[src/itoa_pkg.sv]
// ----------------------------------------------------------------------------
// itoa_pkg
// Shared codes and character constants for the integer to ASCII digits unit.
// ----------------------------------------------------------------------------
package itoa_pkg;

  // Base selector codes
  localparam logic [1:0] REQ_DEC  = 2'd0;
  localparam logic [1:0] REQ_HEX  = 2'd1;
  localparam logic [1:0] REQ_BIN  = 2'd2;
  localparam logic [1:0] REQ_DEC3 = 2'd3;

  // ASCII characters
  localparam logic [7:0] CH_ZERO  = 8'h30;
  localparam logic [7:0] CH_ALPHA = 8'h41;
  localparam logic [7:0] CH_MINUS = 8'h2d;

  // Digit register geometry: 20 nibbles hold any decimal magnitude
  localparam int DIG_W     = 80;
  localparam int DEC_DIGS  = 20;
  localparam int MAG_W     = 64;

  typedef logic [DIG_W-1:0] dig_t;

  // Map one digit value to its character, uppercase for ten and above
  function automatic logic [7:0] digit_char(input logic [3:0] d);
    logic [7:0] c;
    if (d > 4'd9) begin
      c = CH_ALPHA + {4'b0, d} - 8'd10;
    end else begin
      c = CH_ZERO + {4'b0, d};
    end
    return c;
  endfunction

endpackage

[src/itoa_in_if.sv]
// ----------------------------------------------------------------------------
// itoa_in_if
// Input channel: one signed integer with its mode and base selector.
// ----------------------------------------------------------------------------
interface itoa_in_if;
  logic               valid;
  logic               ready;
  logic signed [63:0] value;
  logic               wide_mode;
  logic [1:0]         req_type;

  modport source (output valid, output value, output wide_mode, output req_type,
                  input ready);
  modport sink (input valid, input value, input wide_mode, input req_type,
                output ready);
endinterface

[src/itoa_out_if.sv]
// ----------------------------------------------------------------------------
// itoa_out_if
// Output channel: one ASCII character with a final-character flag.
// ----------------------------------------------------------------------------
interface itoa_out_if;
  logic       valid;
  logic       ready;
  logic [7:0] out_char;
  logic       last_char;

  modport source (output valid, output out_char, output last_char, input ready);
  modport sink (input valid, input out_char, input last_char, output ready);
endinterface

[src/integer_to_ascii_digits_unit.sv]
// Throughput: one character per cycle while chars.ready holds, set by the
//   single output register; the next item is taken once the last character
//   sits in that register.
// Decimal conversion is a bit-serial shift-add-3 loop, one input bit a cycle.
// Reset (synchronous, active high) returns to idle and drops any pending item.
// ----------------------------------------------------------------------------
// integer_to_ascii_digits_unit
// Converts one integer to decimal, hex or binary text; wide binary gives decimal.
// ----------------------------------------------------------------------------
module integer_to_ascii_digits_unit
  import itoa_pkg::*;
(
  input  logic       clk,
  input  logic       rst,
  itoa_in_if.sink    number,
  itoa_out_if.source chars
);

  typedef enum logic [1:0] {
    ST_IDLE,
    ST_DABBLE,
    ST_SKIP,
    ST_EMIT
  } state_t;

  state_t             state;
  dig_t               dig;
  dig_t               dig_adj;
  logic [MAG_W-1:0]   mag;
  logic [6:0]         cnt;
  logic [5:0]         rem;
  logic               dsize4;
  logic               neg_pend;
  logic               o_valid;
  logic [7:0]         o_char;
  logic               o_last;

  logic               accept;
  logic               slot_free;
  logic               is_dec;
  logic               neg;
  logic [3:0]         top_dig;
  dig_t               dig_shift;
  logic [MAG_W-1:0]   mag64;
  logic [31:0]        mag32;

  assign accept    = number.valid && number.ready;
  assign slot_free = !o_valid || chars.ready;
  assign number.ready = (state == ST_IDLE);

  assign chars.valid     = o_valid;
  assign chars.out_char  = o_char;
  assign chars.last_char = o_last;

  // Decode base and sign of the incoming item
  always_comb begin
    unique case (number.req_type)
      REQ_HEX:  is_dec = 1'b0;
      REQ_BIN:  is_dec = number.wide_mode;
      REQ_DEC,
      REQ_DEC3: is_dec = 1'b1;
      default:  is_dec = 1'b1;
    endcase
    neg   = number.wide_mode ? number.value[63] : number.value[31];
    mag64 = number.value[63] ? (64'd0 - number.value) : number.value;
    mag32 = number.value[31] ? (32'd0 - number.value[31:0]) : number.value[31:0];
  end

  // Add 3 to every BCD digit of 5 or more before the next shift
  always_comb begin
    for (int i = 0; i < DEC_DIGS; i++) begin
      dig_adj[i*4 +: 4] = (dig[i*4 +: 4] >= 4'd5) ? dig[i*4 +: 4] + 4'd3
                                                  : dig[i*4 +: 4];
    end
  end

  // Leading digit and the register after it is dropped
  always_comb begin
    top_dig   = dsize4 ? dig[DIG_W-1 -: 4] : {3'b0, dig[DIG_W-1]};
    dig_shift = dsize4 ? {dig[DIG_W-5:0], 4'b0} : {dig[DIG_W-2:0], 1'b0};
  end

  // Sequencer: load, convert, drop leading zeros, emit
  always_ff @(posedge clk) begin
    if (rst) begin
      state    <= ST_IDLE;
      o_valid  <= 1'b0;
      neg_pend <= 1'b0;
    end else begin
      // Drop the held item once taken, unless a new one replaces it
      if (chars.ready && !(state == ST_EMIT && slot_free)) begin
        o_valid <= 1'b0;
      end
      unique case (state)
        ST_IDLE: begin
          if (accept) begin
            neg_pend <= neg && is_dec;
            if (is_dec) begin
              dig    <= '0;
              dsize4 <= 1'b1;
              rem    <= 6'(DEC_DIGS);
              mag    <= number.wide_mode ? mag64 : {mag32, 32'b0};
              cnt    <= number.wide_mode ? 7'd64 : 7'd32;
              state  <= ST_DABBLE;
            end else if (number.wide_mode) begin
              dig    <= {number.value, 16'b0};
              dsize4 <= 1'b1;
              rem    <= 6'd16;
              state  <= ST_SKIP;
            end else begin
              dig    <= {number.value[31:0], 48'b0};
              dsize4 <= (number.req_type == REQ_HEX);
              rem    <= (number.req_type == REQ_HEX) ? 6'd8 : 6'd32;
              state  <= ST_SKIP;
            end
          end
        end
        ST_DABBLE: begin
          if (cnt != 7'd0) begin
            dig <= {dig_adj[DIG_W-2:0], mag[MAG_W-1]};
            mag <= {mag[MAG_W-2:0], 1'b0};
            cnt <= cnt - 7'd1;
          end else begin
            state <= ST_SKIP;
          end
        end
        ST_SKIP: begin
          if (rem > 6'd1 && top_dig == 4'd0) begin
            dig <= dig_shift;
            rem <= rem - 6'd1;
          end else begin
            state <= ST_EMIT;
          end
        end
        ST_EMIT: begin
          if (slot_free) begin
            o_valid <= 1'b1;
            if (neg_pend) begin
              o_char   <= CH_MINUS;
              o_last   <= 1'b0;
              neg_pend <= 1'b0;
            end else begin
              o_char <= digit_char(top_dig);
              o_last <= (rem == 6'd1);
              dig    <= dig_shift;
              rem    <= rem - 6'd1;
              if (rem == 6'd1) begin
                state <= ST_IDLE;
              end
            end
          end
        end
        default: state <= ST_IDLE;
      endcase
    end
  end

`ifndef SYNTH
  logic bcd_ok;

  always_comb begin
    bcd_ok = 1'b1;
    for (int i = 0; i < DEC_DIGS; i++) begin
      if (dig[i*4 +: 4] > 4'd9) begin
        bcd_ok = 1'b0;
      end
    end
  end

  // Digit count never runs out while text remains
  a_rem_nonzero: assert property (@(posedge clk) disable iff (rst)
    (state == ST_SKIP || state == ST_EMIT) |-> rem != 6'd0)
    else $error("digit count empty during emit");

  // A minus sign is never the final character
  a_minus_not_last: assert property (@(posedge clk) disable iff (rst)
    (chars.valid && chars.last_char) |-> chars.out_char != CH_MINUS)
    else $error("minus sign flagged as last character");

  // Decimal conversion keeps every digit in BCD range
  a_bcd_range: assert property (@(posedge clk) disable iff (rst)
    (state == ST_DABBLE && dsize4) |-> bcd_ok)
    else $error("BCD digit out of range");

  // A new item is only taken after the previous final character was issued
  a_accept_after_last: assert property (@(posedge clk) disable iff (rst)
    (state == ST_EMIT && $past(state) == ST_EMIT && state != ST_IDLE) |=>
      (state != ST_IDLE) || (o_valid && o_last))
    else $error("left emit without issuing final character");
`endif

endmodule
[src/flat_wrapper.sv]
// flat-port wrapper written by rule: the top's interface ports become plain ports
module integer_to_ascii_digits_unit_flat import itoa_pkg::*;
  (clk, rst, number_valid, number_value, number_wide_mode, number_req_type, number_ready, chars_valid, chars_out_char, chars_last_char, chars_ready);
  itoa_in_if number_i ();
  itoa_out_if chars_i ();
  input  logic clk;
  input  logic rst;
  input wire logic [$bits(number_i.valid)-1:0] number_valid;
  input wire logic [$bits(number_i.value)-1:0] number_value;
  input wire logic [$bits(number_i.wide_mode)-1:0] number_wide_mode;
  input wire logic [$bits(number_i.req_type)-1:0] number_req_type;
  output wire logic [$bits(number_i.ready)-1:0] number_ready;
  output wire logic [$bits(chars_i.valid)-1:0] chars_valid;
  output wire logic [$bits(chars_i.out_char)-1:0] chars_out_char;
  output wire logic [$bits(chars_i.last_char)-1:0] chars_last_char;
  input wire logic [$bits(chars_i.ready)-1:0] chars_ready;
  assign number_i.valid = number_valid;
  assign number_i.value = number_value;
  assign number_i.wide_mode = number_wide_mode;
  assign number_i.req_type = number_req_type;
  assign number_ready = number_i.ready;
  assign chars_valid = chars_i.valid;
  assign chars_out_char = chars_i.out_char;
  assign chars_last_char = chars_i.last_char;
  assign chars_i.ready = chars_ready;
  integer_to_ascii_digits_unit u_core (.clk(clk), .rst(rst), .number(number_i), .chars(chars_i));
endmodule
[config.mk]
export PLATFORM = sky130hd
export DESIGN_NAME = integer_to_ascii_digits_unit_flat
export DESIGN_NICKNAME = d
export VERILOG_FILES = /design/src/itoa_pkg.sv /design/src/itoa_in_if.sv /design/src/itoa_out_if.sv /design/src/integer_to_ascii_digits_unit.sv /design/src/flat_wrapper.sv
export SDC_FILE = /design/constraint.sdc
export NUM_CORES = 1
export LEC_CHECK = 0
export ABC_AREA = 1
export BUFFER_PORTS_ARGS = -buffer_cell sky130_fd_sc_hd__buf_2
export CORE_MARGIN = 10
export CORE_UTILIZATION = 50
export DETAILED_ROUTE_END_ITERATION = 8
export GPL_ROUTABILITY_DRIVEN = 0
export PLACE_DENSITY_LB_ADDON = 0.15
export SYNTH_ARGS = -nofsm -noshare
export SYNTH_HDL_FRONTEND = slang
export SYNTH_SLANG_ARGS = --single-unit
[constraint.sdc]
create_clock -name clk -period 15.9 [get_ports clk]
set_input_delay 2.385 -clock clk [delete_from_list [all_inputs] [get_ports clk]]
set_output_delay 2.385 -clock clk [all_outputs]
set_load 0.005 [all_outputs]
# Yosys cells after proc, flatten, opt, wreduce, memory -nomap -nowiden
# Cells that the tools add are included.
dict set report word_totals {
  register_bits 171
  input_bits 71
  wordCells 167
}
dict set report classes {
  addsub 27
  n_lt_le_gt_ge 22
  n_eq_ne 16
  mux 67
  n_bitwise 1
  reduce_logical 24
}
# cell count
set ops {}
lappend ops {{80-bit two-way mux} 8}
lappend ops {{64-bit two-way mux} 5}
lappend ops {{80-bit case mux with 4 select lines} 1}
lappend ops {{64-bit case mux with 2 select lines} 1}
lappend ops {{4-bit by 3-bit >= comparator with 1-bit output (second input constant)} 20}
lappend ops {{4-bit two-way mux} 20}
lappend ops {{4-bit by 2-bit adder with 4-bit output (second input constant)} 19}
lappend ops {{1-bit by 64-bit subtractor with 64-bit output (first input constant)} 1}
lappend ops {{6-bit two-way mux} 7}
lappend ops {{32-bit two-way mux} 1}
lappend ops {{1-bit by 32-bit subtractor with 32-bit output (first input constant)} 1}
lappend ops {{7-bit two-way mux} 4}
lappend ops {{6-bit case mux with 3 select lines} 1}
lappend ops {{6-bit AND reduction} 3}
lappend ops {{2-bit two-way mux} 7}
lappend ops {{7-bit case mux with 2 select lines} 1}
lappend ops {{2-bit != test (second input constant)} 6}
lappend ops {{3-bit AND reduction} 3}
lappend ops {{7-bit by 4-bit adder with 8-bit output (first input constant)} 1}
lappend ops {{2-bit equality test (second input constant)} 4}
lappend ops {{8-bit two-way mux} 1}
lappend ops {{2-bit case mux with 4 select lines} 1}
lappend ops {{8-bit by 4-bit subtractor with 8-bit output (second input constant)} 1}
lappend ops {{6-bit by 4-bit adder with 7-bit output (first input constant)} 1}
lappend ops {{23 further kinds} 39}

# Longest topological paths before layout
dict set report logic_depth {
  word_depth 8
  ltp_mapped 12
  depth_no_buf 12
}

# Least setup slack after synthesis
# No wires, ideal clock.
dict set report synth_path {
  kind {input to register}
  from {in number_req_type[0]}
  to {reg u_core.cnt[0], enable pin}
  setup_ps 879
  t_arrival_ps 14217
  t_required_ps 15021
  path_slack_ps 804
  path_stages 6
  n_path_buf 0
  path_cell_list {inv_1 ha_1 inv_1 a21oi_1 nor2_4 a2111oi_0}
}
dict set report synth_via {
  elab_chain_len 5
  word_cells_on_any_way 8
  classes_between {eq/ne (4); mux (1); reduce/logical (3)}
}
# element line
set synth_rtl {}
lappend synth_rtl {{start, declared} flat_wrapper.sv:11} ;# input wire logic [$bits(number_i.req_type)-1:0] number_req_type;
lappend synth_rtl {{2-bit equality test or 2-bit logical NOT (tied branches)} integer_to_ascii_digits_unit.sv:57} ;# unique case (number.req_type)
lappend synth_rtl {{2-bit OR reduction} integer_to_ascii_digits_unit.sv:57}
lappend synth_rtl {{1-bit case mux with 3 select lines (*)} integer_to_ascii_digits_unit.sv:57}
lappend synth_rtl {{2-bit != test (no line) (*)} --}
lappend synth_rtl {{5-bit AND reduction (no line) (*)} --}
lappend synth_rtl {{end signal, assigned} integer_to_ascii_digits_unit.sv:103} ;# cnt <= number.wide_mode ? 7'd64 : 7'd32;
lappend synth_rtl {{end signal, assigned} integer_to_ascii_digits_unit.sv:122} ;# cnt <= cnt - 7'd1;
lappend synth_rtl {{end, declared} integer_to_ascii_digits_unit.sv:30} ;# logic [6:0] cnt;
# Mark *: on every way between the ends. The rest lies on a longest branch, timed or not.
# A chain may end at the register's enable or synchronous reset.

# Worst setup path in the final report
dict set report layout_path {
  from {in number_wide_mode}
  to {reg u_core.mag[4] (data pin)}
}
dict set report layout_via {
  elab_chain_len 4
}
# element line
set layout_rtl {}
lappend layout_rtl {{start, declared} flat_wrapper.sv:10} ;# input wire logic [$bits(number_i.wide_mode)-1:0] number_wide_mode;
lappend layout_rtl {{64-bit two-way mux} integer_to_ascii_digits_unit.sv:102} ;# mag <= number.wide_mode ? mag64 : {mag32, 32'b0};
lappend layout_rtl {{64-bit two-way mux} integer_to_ascii_digits_unit.sv:98} ;# if (is_dec) begin
lappend layout_rtl {{64-bit two-way mux} integer_to_ascii_digits_unit.sv:96} ;# if (accept) begin
lappend layout_rtl {{64-bit case mux with 2 select lines} integer_to_ascii_digits_unit.sv:94} ;# unique case (state)
lappend layout_rtl {{end signal, assigned} integer_to_ascii_digits_unit.sv:102}
lappend layout_rtl {{end signal, assigned} integer_to_ascii_digits_unit.sv:121} ;# mag <= {mag[MAG_W-2:0], 1'b0};
lappend layout_rtl {{end, declared} integer_to_ascii_digits_unit.sv:29} ;# logic [MAG_W-1:0] mag;
# No other way between the ends. The select of a mux whose other input is x is not followed.

==> impl_summary.txt <==
----------------------------------------------------
[Clocking]
  Clock Latency Late Sink ... between 0.4 and 0.5 ns
  Post-cts hold buffer count ... 0
  Clock tree from TritonCTS ... done
  Number of buffers created by CTS ... 17
  CTS Root Cell ... sky130_fd_sc_hd__clkbuf_16
  H-Tree Depth ... 4
  Number of cells upsized or downsized after cts ... 0
  Number of post-CTS setup repair buffers ... 0
  Maximum number of buffers from clock root to sink ... 2
  CTS sink cnt ... 170
  Clock slew at the register clock pins of the worst setup and hold paths ... approximately 0.07 ns

[Global route]
  Largest net degree at the start of global routing ... roughly 110
  Leftover overflow at the end of global routing ... 0
  Vias in the first global route ... about 13000
  All-Layer GR Usage ... around a quarter
  Global-route wire length before repair ... between 70000 and 80000 um
  Antenna violations before repair ... 0

[Yosys]
  Number of synthesized flops with an enable pin ... between 150 and 200
  Number of synthesized register bits ... 170
  Post-synth net total ... 1997
  Ranking of synthesized cells by area ... sky130_fd_sc_hd__edfxtp_1 37%, sky130_fd_sc_hd__nand2_1 12%, sky130_fd_sc_hd__o21ai_0 7.2%
  Async set-or-reset flop fraction in the synthesized netlist ... 0%
  Post-synthesis cell area ... approximately 0.014 mm^2
  Leading register cell type out of synthesis ... sky130_fd_sc_hd__edfxtp_1
  Cell taking the most area after synthesis ... sky130_fd_sc_hd__edfxtp_1
  Average size of a mapped cell ... between 7 and 8 um^2
  Total of warnings raised by yosys ... 0
  Post-Synthesis Cells ... approximately 1900
  Post-synth top area share ... between 30% and 40%
  Post-synth cell types ... 46
  Register area share after synthesis ... 37.2%

[Detailed routing]
  Routed wire length ... roughly 46000 um
  Count of vias placed by the detailed router ... 13800
  Count of routing violations after the opening detailed-route iteration ... 1735
  Via density per instance ... between 6 and 7
  Post-route DRC violation count ... 0
  Drt first pass iters ... 8
  Average routed wire per standard cell ... 20.4 um
  Antenna-violating nets left ... 0

[Pwr]
  Internal power ... 1210 uW
  Combinational Power Share ... 41.9%
  Worst VDD drop ... ~76 uV
  Switching part of the total ... between 40% and 50%
  P_sw ... roughly 890 uW
  Leakage Power ... 0.00617 uW
  Total chip power ... between 2000 and 2500 uW
  Relative contribution of sequential cells to total power ... around 37%
  Clk pwr share ... between 20% and 30%
  Cell Pwr Density ... 141 mW/mm^2

[Die]
  Area inside the core boundary ... 0.0269 mm^2
  Width of the die ... approximately 190 um
  Initial core utilization ... a little over 50%
  I/O pin cnt ... 82
  FP Rows ... 60
  Height of the die ... roughly 190 um
  Die Outline Area ... ~0.034 mm^2

[Timing]
  Max_slew headroom ... a little over an eighth
  Final count of negative-setup-slack endpoints ... 0
  Worst hold margin ... between 0.5 and 0.6 ns
  Final clock skew ... roughly 0.016 ns
  Number of endpoints with negative hold slack in the final report ... 0
  Slack of the critical path ... around 11 ns
  Max Clk Rate ... roughly 200 MHz
  RSZ-0062 raised after global routing ... no
  Minimum period implied by the final worst setup slack ... a little over 5 ns
  Final critical-path share of the clock period ... 31.9%
  Total count of max-transition violations in the final report ... 0
  Final TNS setup ... 0 ns
  Pin slew with the least headroom to its limit ... approximately 1.3 ns

[Setup path]
  Most repeated library cell on the critical path ... sky130_fd_sc_hd__inv_2
  Maximum single-stage delay on the critical path ... ~1.1 ns
  Cell breakdown of the critical path ... buf_2 > buf_4 > inv_2 > nor2_2 > inv_2 > a21oi_1 > o21ai_1 > nand2_1
  Class of the most critical setup path ... in -> reg
  Cell with the biggest individual delay on the critical path ... sky130_fd_sc_hd__nor2_2
  Worst Path Arrival ... 5.38 ns
  Endpoint type of the worst setup path ... register
  Worst Path Required ... 16.21 ns
  Type of element launching the critical path ... primary input
  Largest driver fanout on the critical path ... 83

[Place]
  Buffers on Ports ... 80
  Setup WS pre-CTS ... 10.49 ns
  Half-perimeter wire length after placement ... 33500 um

[Final layout]
  Leading cell type in the layout, fill and taps excluded ... sky130_fd_sc_hd__nand2_1
  Number of nets in the layout ... around 2000
  Number of diodes added for antenna fixing ... 0
  Relative area change from synthesis to final layout ... 9.05%
  Ratio of cells with drive above 1 in the final layout ... 9.87%
  # fillers ... between 2000 and 3000
  Most frequent cells in the layout ... 434 x sky130_fd_sc_hd__nand2_1, 203 x sky130_fd_sc_hd__inv_1, 196 x sky130_fd_sc_hd__o21ai_0

[Outcome]
  Outcome ... complete, no violations

[Run]
  Max-capacitance violation count ... 0

[Hold path]
  Class of the tightest hold or removal check ... reg -> reg

----------------------------------------------------
==> path summary, 6_finish.rpt <==
path	start	endpoint	slack [ns]	cells after the start
hold / removal	u_core.mag[25]	u_core.mag[26]	0.52	2
setup / recovery	number_wide_mode	u_core.mag[4]	10.83	8
hold reg to reg	u_core.mag[25]	u_core.mag[26]	0.52	2
setup reg to reg	u_core.dsize4	u_core.dig[33]	12.32	9
==> critical path: cells and delay by family <==
family,cells,cell delay (ns)
AOI/OAI and AO/OA,2,0.28
buffers and inverters,4,1.47
and+or+nand+nor,2,1.17
==> power by group through the flow <==
stage,clock (uW),combinational [uW],sequential (uW)
global route,471,986,781
finish,451,878,769
global placement,0,846,773
detailed placement,0,864,773
floorplan,0,625,770
CTS,452,869,766
==> final cells by class <==
type                    instances  area, um^2  share of cell area, %
clock buffers                  18         429                   2.89
clock inverters                14         184                   1.24
inverters                     216         811                   5.46
multi-input cells            1406        7460                   50.2
flip-flops and latches        170        5060                   34.1
well taps                     341         427                   2.87
repair buffers                 91         483                   3.25
==> routing by layer <==
| metal | wire length [um] | track usage (%) | vias to the layer above |
|---|---|---|---|
| met5 | 0 | 0 | - |
| met4 | 2470 | 14.3 | 0 |
| met3 | 4350 | 3.51 | 131 |
| met2 | 20600 | 41.5 | 789 |
| met1 | 18700 | 35.5 | 6375 |
| li1 | - | - | 6499 |
==> cell families (layout without fill, tap and decap cells) <==
logic type      count (synthesis)  in the layout  share of synthesized area [%]
fa+ha+maj                      55             55                           5.05
xor+xnor                       44             44                           2.83
buf+inv                       295            339                           8.29
other cells                     1              1                         0.0275
simple gates                  829            829                           26.1
flops                         170            170                           37.2
compound gates                477            477                           20.5
==> synthesized netlist by cell type, types with 5 or more instances <==
cell type / count
sky130_fd_sc_hd__a32o_1: 5
sky130_fd_sc_hd__xnor2_1: 5
sky130_fd_sc_hd__nor2_1: 178
sky130_fd_sc_hd__inv_2: 13
sky130_fd_sc_hd__edfxtp_1: 166
sky130_fd_sc_hd__buf_2: 15
sky130_fd_sc_hd__ha_1: 55
sky130_fd_sc_hd__buf_1: 15
sky130_fd_sc_hd__clkbuf_1: 48
sky130_fd_sc_hd__nand2_1: 434
sky130_fd_sc_hd__nand4_1: 17
sky130_fd_sc_hd__inv_1: 203
sky130_fd_sc_hd__o22ai_1: 8
sky130_fd_sc_hd__a21oi_1: 140
sky130_fd_sc_hd__xor2_1: 39
sky130_fd_sc_hd__nor2_2: 14
sky130_fd_sc_hd__o21ai_1: 11
sky130_fd_sc_hd__nor2_4: 8
sky130_fd_sc_hd__nor3_1: 6
sky130_fd_sc_hd__nand3_1: 143
sky130_fd_sc_hd__or2_2: 9
sky130_fd_sc_hd__o221ai_1: 56
sky130_fd_sc_hd__o211ai_1: 43
sky130_fd_sc_hd__o21ai_0: 196
sky130_fd_sc_hd__nand2_2: 6
==> sequential cells by signal (all words and copies together), names as in the netlist <==
name / cells
u_core.chars.out_char: 7
u_core.mag: 64
u_core.cnt: 7
u_core.state: 2
u_core.rem: 6
u_core.chars.last_char: 1
u_core.chars.valid: 1
u_core.dsize4: 1
u_core.neg_pend: 1
u_core.dig: 80
==> metrics by stage <==
step | std cells | utilization [%] | instance area [um^2]
final | 2256 | 55.3 | 14900
after global routing | 2256 | 55.3 | 14900
after CTS | 2256 | 55.3 | 14900
after detailed placement | 2224 | 53.0 | 14200
after global placement | 2224 | 53.0 | 14200
after floorplan | 1871 | - | 13600
(Power assumes the default switching activity.)
